`src/hdl/htfd_pkg.sv`:
```
// ----------------------------------------------------------------------------
// htfd_pkg: shared types and constants of the hub torque frame decoder
// Holds the frame layout, the register indexes and the status struct that
// passes between the framer and the top level.
// ----------------------------------------------------------------------------
package htfd_pkg;

   localparam int unsigned BYTE_W        = 8;
   localparam int unsigned RAW_W         = 16;
   localparam int unsigned ACC_W         = 16;
   localparam int unsigned LEVEL_W       = 12;
   localparam int unsigned PEDAL_W       = 7;
   localparam int unsigned WHEEL_TIME_W  = 15;
   localparam int unsigned OFFSET_W      = 8;
   localparam int unsigned LIMIT_W       = 12;
   localparam int unsigned WT_LIMIT_W    = 16;
   localparam int unsigned CSR_INDEX_W   = 2;
   localparam int unsigned CSR_DATA_W    = 16;
   localparam int unsigned POS_W         = 3;

   // Decay of the torque filter is one part in 2**FILTER_SHIFT (range 1 to 4).
   localparam int unsigned FILTER_SHIFT  = 4;

   localparam logic [BYTE_W-1:0] SYNC_BYTE = 8'hFF;

   // Frame position: 0 means no frame open, 6 means the checksum byte is next.
   localparam logic [POS_W-1:0] POS_IDLE    = 3'd0;
   localparam logic [POS_W-1:0] POS_FIRST   = 3'd1;
   localparam logic [POS_W-1:0] POS_LAST    = 3'd6;

   // Reset values of the configuration registers.
   localparam logic [OFFSET_W-1:0]   RAW_ZERO_RST         = 8'd145;
   localparam logic [LIMIT_W-1:0]    TORQUE_LIMIT_RST     = 12'd1024;
   localparam logic [WT_LIMIT_W-1:0] WHEEL_TIME_LIMIT_RST = 16'd4501;

   // Configuration register indexes.
   localparam logic [CSR_INDEX_W-1:0] CSR_RAW_ZERO         = 2'd0;
   localparam logic [CSR_INDEX_W-1:0] CSR_TORQUE_LIMIT     = 2'd1;
   localparam logic [CSR_INDEX_W-1:0] CSR_WHEEL_TIME_LIMIT = 2'd2;

   // What the framer reports about the byte that sits in the input register.
   typedef struct packed {
      logic                  last;       // byte is the checksum byte of a frame
      logic                  sum_ok;     // running sum equals this byte
      logic [RAW_W-1:0]      raw_torque; // frame bytes one and two
      logic [BYTE_W-1:0]     pedal_byte; // frame byte three
      logic [BYTE_W-1:0]     wheel_hi;   // frame byte four
      logic [BYTE_W-1:0]     wheel_lo;   // frame byte five
   } frame_info_type;

endpackage

```
`src/hdl/htfd_framer.sv`:
```
// ----------------------------------------------------------------------------
// htfd_framer: frame alignment and checksum
// Tracks the position inside a seven-byte frame, stores the data bytes and
// keeps the 8-bit running sum for the checksum compare.
// ----------------------------------------------------------------------------
module htfd_framer (
   input  logic                              clock,
   input  logic                              reset,
   input  logic                              fire,
   input  logic [htfd_pkg::BYTE_W-1:0]       rx_byte,
   output htfd_pkg::frame_info_type          info
);
   import htfd_pkg::*;

   logic [POS_W-1:0]  pos_ff;
   logic [POS_W-1:0]  pos_in;
   logic [BYTE_W-1:0] sum_ff;
   logic [BYTE_W-1:0] sum_in;
   logic [BYTE_W-1:0] bytes_ff [POS_FIRST:POS_LAST-1];

   always_comb begin
      pos_in = pos_ff;
      sum_in = sum_ff;
      if (fire) begin
         if (pos_ff == POS_IDLE) begin
            if (rx_byte == SYNC_BYTE) begin
               pos_in = POS_FIRST;
               sum_in = rx_byte;
            end
         end else if (pos_ff == POS_LAST) begin
            pos_in = POS_IDLE;
         end else begin
            pos_in = pos_ff + POS_FIRST;
            sum_in = sum_ff + rx_byte;
         end
      end
   end

   always_ff @(posedge clock) begin
      if (reset) begin
         pos_ff <= POS_IDLE;
         sum_ff <= '0;
      end else begin
         pos_ff <= pos_in;
         sum_ff <= sum_in;
      end
   end

   // Data bytes carry no reset; each is written before its frame is checked.
   always_ff @(posedge clock) begin
      if (fire && pos_ff != POS_IDLE && pos_ff != POS_LAST) begin
         bytes_ff[pos_ff] <= rx_byte;
      end
   end

   always_comb begin
      info.last       = (pos_ff == POS_LAST);
      info.sum_ok     = (sum_ff == rx_byte);
      info.raw_torque = {bytes_ff[1], bytes_ff[2]};
      info.pedal_byte = bytes_ff[3];
      info.wheel_hi   = bytes_ff[4];
      info.wheel_lo   = bytes_ff[5];
   end

`ifndef ASSERT_OFF
   a_pos_range : assert property (@(posedge clock) disable iff (reset)
      pos_ff <= POS_LAST)
      else $error("frame position beyond the checksum byte");

   a_open_on_sync : assert property (@(posedge clock) disable iff (reset)
      (fire && pos_ff == POS_IDLE && rx_byte != SYNC_BYTE) |=> pos_ff == POS_IDLE)
      else $error("frame opened on a byte other than the sync byte");

   a_close_after_check : assert property (@(posedge clock) disable iff (reset)
      (fire && pos_ff == POS_LAST) |=> (pos_ff == POS_IDLE && $stable(sum_ff)))
      else $error("frame not closed after its checksum byte");
`endif

endmodule

```
`src/hdl/htfd_torque.sv`:
```
// ----------------------------------------------------------------------------
// htfd_torque: leaky torque accumulator
// Decays the accumulator by one sixteenth per good frame, then adds the
// offset-corrected raw torque or, for an implausible value, decays by one.
// ----------------------------------------------------------------------------
module htfd_torque (
   input  logic                              clock,
   input  logic                              reset,
   input  logic                              update,
   input  logic [htfd_pkg::RAW_W-1:0]        raw_torque,
   input  logic [htfd_pkg::OFFSET_W-1:0]     raw_zero,
   input  logic [htfd_pkg::LIMIT_W-1:0]      torque_limit,
   output logic [htfd_pkg::LEVEL_W-1:0]      torque_level
);
   import htfd_pkg::*;

   logic [ACC_W-1:0] acc_ff;
   logic [ACC_W-1:0] acc_in;
   logic [ACC_W-1:0] acc_decayed;
   logic [RAW_W-1:0] delta;
   logic [ACC_W:0]   acc_sum;
   logic             plausible;
   logic [ACC_W-1:0] level_wide;

   always_comb begin
      acc_decayed = acc_ff - (acc_ff >> FILTER_SHIFT);
      plausible   = ({{(RAW_W-OFFSET_W){1'b0}}, raw_zero} < raw_torque) &&
                    (raw_torque < {{(RAW_W-LIMIT_W){1'b0}}, torque_limit});
      delta       = raw_torque - {{(RAW_W-OFFSET_W){1'b0}}, raw_zero};
      acc_sum     = {1'b0, acc_decayed} + {1'b0, delta};
      acc_in      = acc_ff;
      if (update) begin
         if (plausible) begin
            acc_in = acc_sum[ACC_W] ? {ACC_W{1'b1}} : acc_sum[ACC_W-1:0];
         end else if (acc_decayed != '0) begin
            acc_in = acc_decayed - ACC_W'(1);
         end else begin
            acc_in = acc_decayed;
         end
      end
   end

   always_ff @(posedge clock) begin
      if (reset) begin
         acc_ff <= '0;
      end else begin
         acc_ff <= acc_in;
      end
   end

   always_comb begin
      level_wide = acc_ff >> FILTER_SHIFT;
      if (level_wide > {{(ACC_W-LEVEL_W){1'b0}}, {LEVEL_W{1'b1}}}) begin
         torque_level = {LEVEL_W{1'b1}};
      end else begin
         torque_level = level_wide[LEVEL_W-1:0];
      end
   end

endmodule

```
`src/hdl/hub_torque_frame_decoder.sv`:
```
// ----------------------------------------------------------------------------
// hub_torque_frame_decoder: hub sensor serial frame decoder
// Aligns seven-byte frames in the received byte stream, checks their sum and
// keeps pedal, wheel and filtered torque values from the good ones.
// ----------------------------------------------------------------------------
// The result of a frame is offered in the cycle after its checksum beat is processed.
// Throughput: one byte beat per cycle, set by the single input register stage.
// Only the checksum beat waits for a free result register; other beats never
// stall on the result side.
// Reset (synchronous, active high) closes any open frame, clears the torque
// accumulator and held values and restores the register reset values.
module hub_torque_frame_decoder (
   input  logic                                 clock,
   input  logic                                 reset,
   // configuration write channel
   input  logic                                 csr_valid,
   output logic                                 csr_ready,
   input  logic [htfd_pkg::CSR_INDEX_W-1:0]     csr_index,
   input  logic [htfd_pkg::CSR_DATA_W-1:0]      csr_wdata,
   // received byte channel
   input  logic                                 req_valid,
   output logic                                 req_ready,
   input  logic [htfd_pkg::BYTE_W-1:0]          req_rx_byte,
   // decoded frame channel
   output logic                                 rsp_valid,
   input  logic                                 rsp_ready,
   output logic                                 rsp_frame_ok,
   output logic [htfd_pkg::PEDAL_W-1:0]         rsp_pedal_position,
   output logic                                 rsp_pedals_turning,
   output logic [htfd_pkg::LEVEL_W-1:0]         rsp_torque_level,
   output logic                                 rsp_wheel_turning,
   output logic [htfd_pkg::WHEEL_TIME_W-1:0]    rsp_wheel_time
);
   import htfd_pkg::*;

   // Configuration registers. The port always takes a beat; writes to an
   // unused index are dropped.
   logic [OFFSET_W-1:0]   raw_zero_ff;
   logic [LIMIT_W-1:0]    torque_limit_ff;
   logic [WT_LIMIT_W-1:0] wheel_time_limit_ff;

   // Input register stage holding one received byte.
   logic                  in_valid_ff;
   logic                  in_valid_in;
   logic [BYTE_W-1:0]     in_byte_ff;

   // Result register and the held values it presents.
   logic                  rsp_valid_ff;
   logic                  rsp_valid_in;
   logic                  frame_ok_ff;
   logic [PEDAL_W-1:0]    pedal_ff;
   logic                  pedals_turning_ff;
   logic                  wheel_turning_ff;
   logic [WHEEL_TIME_W-1:0] wheel_time_ff;

   frame_info_type        info;
   logic                  out_free;
   logic                  proc_fire;
   logic                  frame_end;
   logic                  frame_commit;
   logic [WHEEL_TIME_W-1:0] wheel_time_new;

   assign csr_ready = 1'b1;

   always_ff @(posedge clock) begin
      if (reset) begin
         raw_zero_ff         <= RAW_ZERO_RST;
         torque_limit_ff     <= TORQUE_LIMIT_RST;
         wheel_time_limit_ff <= WHEEL_TIME_LIMIT_RST;
      end else if (csr_valid && csr_ready) begin
         case (csr_index)
            CSR_RAW_ZERO:         raw_zero_ff         <= csr_wdata[OFFSET_W-1:0];
            CSR_TORQUE_LIMIT:     torque_limit_ff     <= csr_wdata[LIMIT_W-1:0];
            CSR_WHEEL_TIME_LIMIT: wheel_time_limit_ff <= csr_wdata[WT_LIMIT_W-1:0];
            default: ;
         endcase
      end
   end

   // The byte in the input register is processed whenever it is present,
   // except that a checksum byte needs the result register to be free (or
   // being emptied in the same cycle). The input register refills at once,
   // so bytes flow back to back.
   assign out_free     = !rsp_valid_ff || rsp_ready;
   assign proc_fire    = in_valid_ff && (!info.last || out_free);
   assign frame_end    = proc_fire && info.last;
   assign frame_commit = frame_end && info.sum_ok;
   assign req_ready    = !in_valid_ff || proc_fire;

   always_comb begin
      in_valid_in = in_valid_ff;
      if (req_valid && req_ready) begin
         in_valid_in = 1'b1;
      end else if (proc_fire) begin
         in_valid_in = 1'b0;
      end
   end

   always_ff @(posedge clock) begin
      if (reset) begin
         in_valid_ff <= 1'b0;
      end else begin
         in_valid_ff <= in_valid_in;
      end
   end

   always_ff @(posedge clock) begin
      if (req_valid && req_ready) begin
         in_byte_ff <= req_rx_byte;
      end
   end

   htfd_framer u_framer (
      .clock   (clock),
      .reset   (reset),
      .fire    (proc_fire),
      .rx_byte (in_byte_ff),
      .info    (info)
   );

   // The accumulator only moves on a frame whose checksum matched, so its
   // level is presented straight from the register as the held value.
   htfd_torque u_torque (
      .clock         (clock),
      .reset         (reset),
      .update        (frame_commit),
      .raw_torque    (info.raw_torque),
      .raw_zero      (raw_zero_ff),
      .torque_limit  (torque_limit_ff),
      .torque_level  (rsp_torque_level)
   );

   always_comb begin
      rsp_valid_in = rsp_valid_ff;
      if (frame_end) begin
         rsp_valid_in = 1'b1;
      end else if (rsp_ready) begin
         rsp_valid_in = 1'b0;
      end
   end

   // Wheel period: seven bits of frame byte four above frame byte five.
   assign wheel_time_new = {info.wheel_hi[BYTE_W-2:0], info.wheel_lo};

   // The held values change only when a result is written, which can only
   // happen while the result register is free, so they double as the result.
   always_ff @(posedge clock) begin
      if (reset) begin
         rsp_valid_ff      <= 1'b0;
         frame_ok_ff       <= 1'b0;
         pedal_ff          <= '0;
         pedals_turning_ff <= 1'b0;
         wheel_turning_ff  <= 1'b0;
         wheel_time_ff     <= '0;
      end else begin
         rsp_valid_ff <= rsp_valid_in;
         if (frame_end) begin
            frame_ok_ff <= info.sum_ok;
         end
         if (frame_commit) begin
            pedal_ff          <= info.pedal_byte[PEDAL_W-1:0];
            pedals_turning_ff <= info.pedal_byte[BYTE_W-1];
            wheel_turning_ff  <= info.wheel_hi[BYTE_W-1];
            if ({1'b0, wheel_time_new} < wheel_time_limit_ff) begin
               wheel_time_ff <= wheel_time_new;
            end
         end
      end
   end

   assign rsp_valid          = rsp_valid_ff;
   assign rsp_frame_ok       = frame_ok_ff;
   assign rsp_pedal_position = pedal_ff;
   assign rsp_pedals_turning = pedals_turning_ff;
   assign rsp_wheel_turning  = wheel_turning_ff;
   assign rsp_wheel_time     = wheel_time_ff;

`ifndef ASSERT_OFF
   a_result_from_frame : assert property (@(posedge clock) disable iff (reset)
      $rose(rsp_valid_ff) |-> $past(in_valid_ff) && $past(info.last))
      else $error("result raised without a checksum byte");

   a_stall_only_on_check : assert property (@(posedge clock) disable iff (reset)
      (in_valid_ff && !req_ready) |-> (info.last && !out_free))
      else $error("input stalled on a byte that needs no result slot");

   a_bad_frame_holds : assert property (@(posedge clock) disable iff (reset)
      (frame_end && !info.sum_ok) |=> ($stable(rsp_torque_level) &&
                                       $stable(wheel_time_ff) && !frame_ok_ff))
      else $error("held values changed on a checksum mismatch");
`endif

endmodule

```
`config.mk`:
```
export PLATFORM = sky130hd
export DESIGN_NAME = hub_torque_frame_decoder
export DESIGN_NICKNAME = d
export VERILOG_FILES = /design/src/hdl/htfd_pkg.sv /design/src/hdl/htfd_framer.sv /design/src/hdl/htfd_torque.sv /design/src/hdl/hub_torque_frame_decoder.sv
export SDC_FILE = /design/constraint.sdc
export NUM_CORES = 1
export LEC_CHECK = 0
export BUFFER_PORTS_ARGS = -buffer_cell sky130_fd_sc_hd__buf_2
export CAP_MARGIN = 5
export CORE_AREA = 4 4 130 132
export DETAILED_ROUTE_END_ITERATION = 10
export DIE_AREA = 0 0 134 136
export PLACE_DENSITY = 0.76
export SLEW_MARGIN = 20
export SYNTH_ARGS = -nofsm -noshare
export SYNTH_HDL_FRONTEND = slang
export SYNTH_SLANG_ARGS = --single-unit
```
`constraint.sdc`:
```
create_clock -name clock -period 12.7 [get_ports clock]
set_clock_uncertainty 0.1 [all_clocks]
set_input_delay 0.635 -clock clock [delete_from_list [all_inputs] [get_ports clock]]
set_output_delay 0.635 -clock clock [all_outputs]
set_load 0.05 [all_outputs]
```
==> run summary <==
num ports: 71
count of final setup violators: 0
TritonCTS clock tree: built
antenna-violating nets left: 0
Startpoint Class: flop
register area: 3243 um^2
switching power: 0.2314 mW
initial core utilization: 53.35%
initial antenna violation count: 0
DR vias/cell: 5.697
Max clock buf depth: 2
Final min period: 4.815 ns
crit-path cells: ha_1, inv_1, fa_1, a211o_1, a2111o_1, a41oi_1, a21oi_1, xnor2_1, ha_1, a21o_1, a211oi_1, o21ai_0, a221o_1, nor2_1, a2111oi_0
Gate power share: 5.3%
share of cells above drive strength 1: 12.27%
setup bufs post-CTS: 0
global-route wire length before repair: 33370 um
final wirelength: 20570 um
CP Depth: 15
Pint: 0.7998 mW
chip height: 136 um
CP delay by family, top: compound AO/OA/AOI/OAI gates
Yosys warnings: 0
Die Wd: 134 um
via count: 6990
CTS sink count: 138
Fin Hold WS: 0.2805 ns
Post-Syn Area: 8383 um^2
worst vdd ir: 0.08675 mV
worst path arrival time: 5.01 ns
Post-synth EDFFs: 48
Congestion Overflow GR: 0
FF+latch count, synth: 138
async set or reset register ratio after synthesis: 0%
leakage: 3.835 nW
Worst slew margin: 35.62%
CP Class: flop to flop
Max Clock Freq: 0.2077 GHz
status: complete, no violations
H-Tree Depth: 4
die area: 18220 um^2
register clock-pin slew on the reported worst setup and hold paths: 0.06 ns
ANT cells: 0
post-CTS sizing: 0
GRT Total Usage: 23.18%
gpl congestion: 0.9382
Skew-Pair Late Insertion Delay: 0.43 ns
fill count: 1310
multi-input logic area: 4728 um^2
num rows: 46
clock share of power: 48.6%
Max FO, Critical Path: 13
post-synth cell types: 75
sequential share of power: 46.0%
PnR Total Power: 1.031 mW
Sw Share: 22.44%
top_reg_cell synth: dfxtp_1
Final #Nets: 1098
largest net degree at the start of global routing: 91
Tcrit/Tclk final: 37.91%
Post-Syn Nets: 1049
max_cap viols: 0
commonest cells after routing, fill and taps aside: nand2_1, dfxtp_1, a21oi_1
post-synthesis sequential area ratio: 38.69%
dominant cell type by area after synthesis: dfxtp_1
Slowest Stage Delay on Critical Path: 0.48 ns
pwr/cell area: 108.8 nW/um^2
syn_area_per_cell: 8.834 um^2
setup TNS: 0 ns
most used cell, CP: ha_1
CP Capture Type: flop
drt pass-1 iters: 7
DRC: 0
Worst-Margin Slew: 0.9614 ns
post-synth top area share: 21.49%
Core Region: 15710 um^2
DP Wirelength: 15300 um
DRT iter0 DRCs: 491
min-delay worst type: input pin to flop
vias in the first global route: 6711
Fin. Hold Viols: 0
Req. time, crit path: 12.89 ns
Port Buf Inserts: 69
Critical Path Slowest Stage Cell: a221o_1
max-slew violation count: 0
Area growth syn-to-layout: 13.12%
Synth area leaders: dfxtp_1, edfxtp_1, ha_1
Hold-fix buffers, CTS: 0
FF-to-FF path depth: 15
drt wl/cell: 16.77 um
Mapped Cells: 949
RSZ-0062 raised after global routing: no
hold path cells: 1
CP Buf/Inv Count: 1
Root Buffer Master: clkbuf_16
Num CTS Buffers: 17
worst register-to-register path, cell delays in order (launching register included):
cell       delay, ns
dfxtp_1         0.38
ha_1            0.19
inv_1           0.06
fa_1            0.42
a211o_1         0.36
a2111o_1        0.40
a41oi_1         0.32
a21oi_1         0.14
xnor2_1         0.36
ha_1            0.35
a21o_1          0.17
a211oi_1        0.22
o21ai_0         0.17
a221o_1         0.48
nor2_1          0.40
a2111oi_0       0.17
cells in the mapped netlist (5+ instances only):
| cell type | instances |
|---|---|
| nand2b_1 | 41 |
| nor2_1 | 79 |
| o21a_1 | 7 |
| and2_1 | 5 |
| o21ai_0 | 39 |
| a31oi_1 | 6 |
| a21o_1 | 24 |
| inv_1 | 70 |
| nand2_1 | 90 |
| nand4_1 | 8 |
| nor2b_1 | 13 |
| o21bai_1 | 5 |
| nor4_1 | 5 |
| dfxtp_1 | 90 |
| nor3_1 | 27 |
| xor2_1 | 16 |
| edfxtp_1 | 48 |
| a211o_1 | 13 |
| mux2i_1 | 17 |
| clkbuf_1 | 40 |
| or2_2 | 6 |
| nand3_1 | 8 |
| a211oi_1 | 8 |
| a311oi_1 | 5 |
| ha_1 | 65 |
| nand3b_1 | 5 |
| a21oi_1 | 85 |
| xnor2_1 | 35 |
final timing paths:
path / start / end / slack [ns]
max: u_torque.acc_ff[4]$_SDFFE_PP0P_ / u_torque.acc_ff[1]$_SDFFE_PP0P_ / 7.89
min: req_rx_byte[7] / in_byte_ff[7]$_DFFE_PP_ / 0.28
max reg2reg: u_torque.acc_ff[4]$_SDFFE_PP0P_ / u_torque.acc_ff[1]$_SDFFE_PP0P_ / 7.89
min reg2reg: rsp_pedal_position[2]$_SDFFE_PP0P_ / rsp_pedal_position[2]$_SDFFE_PP0P_ / 0.35
stage by stage:
stage | std cells | util [%] | area (um^2) | worst slack, ns
floorplan | 949 | - | 8383 | 8.470
global placement | 1195 | 56.46 | 8871 | 8.017
detailed placement | 1195 | 56.51 | 8880 | 7.907
CTS | 1227 | 60.30 | 9475 | 7.894
global route | 1227 | 60.35 | 9483 | 7.463
finish | 1227 | 60.35 | 9483 | 7.885
cell type report:
class | count | share of cell area [%]
multi-input cells | 697 | 49.86
flip-flops and latches | 138 | 34.20
clock buffers | 20 | 4.710
repair buffers | 74 | 4.037
well taps | 216 | 2.850
inverters | 70 | 2.771
clock inverters | 12 | 1.570
power by group through the flow:
stage                     Clock [mW]  Combinational [mW]  Sequential [mW]
after floorplan                    0              0.0391            0.478
after global placement             0              0.0531            0.484
after detailed placement           0              0.0543            0.484
after CTS                      0.509              0.0551            0.475
after global routing           0.529              0.0618            0.475
final                          0.501              0.0552            0.475
cells by family after synthesis:
family | Yosys count | synth area share (%)
other cells | 1 | 0.04473
fa+ha+maj | 71 | 10.90
xor+xnor | 51 | 5.328
flops | 138 | 38.69
compound gates | 243 | 19.12
buf+inv | 114 | 5.239
mux | 18 | 2.164
simple gates | 313 | 18.52
state kept, by name, summed over array words and instances, names as in the netlist:
register / count
u_framer.bytes_ff: 40
u_torque.acc_ff: 16
wheel_time_limit_ff: 16
rsp_wheel_time: 15
torque_limit_ff: 12
in_byte_ff: 8
raw_zero_ff: 8
u_framer.sum_ff: 8
rsp_pedal_position: 7
u_framer.pos_ff: 3
in_valid_ff: 1
rsp_frame_ok: 1
rsp_pedals_turning: 1
rsp_valid: 1
rsp_wheel_turning: 1
layer usage:
| layer | share of wire (%) | global-route usage [%] | vias up |
|---|---|---|---|
| li1 | - | - | 3452 |
| met1 | 42 | 28.03 | 3260 |
| met2 | 49 | 40.88 | 238 |
| met3 | 6.1 | 4.848 | 40 |
| met4 | 2.6 | 8.457 | 0 |
| met5 | 0 | 0 | - |
No activity file was read; power rests on OpenSTA's default activity.
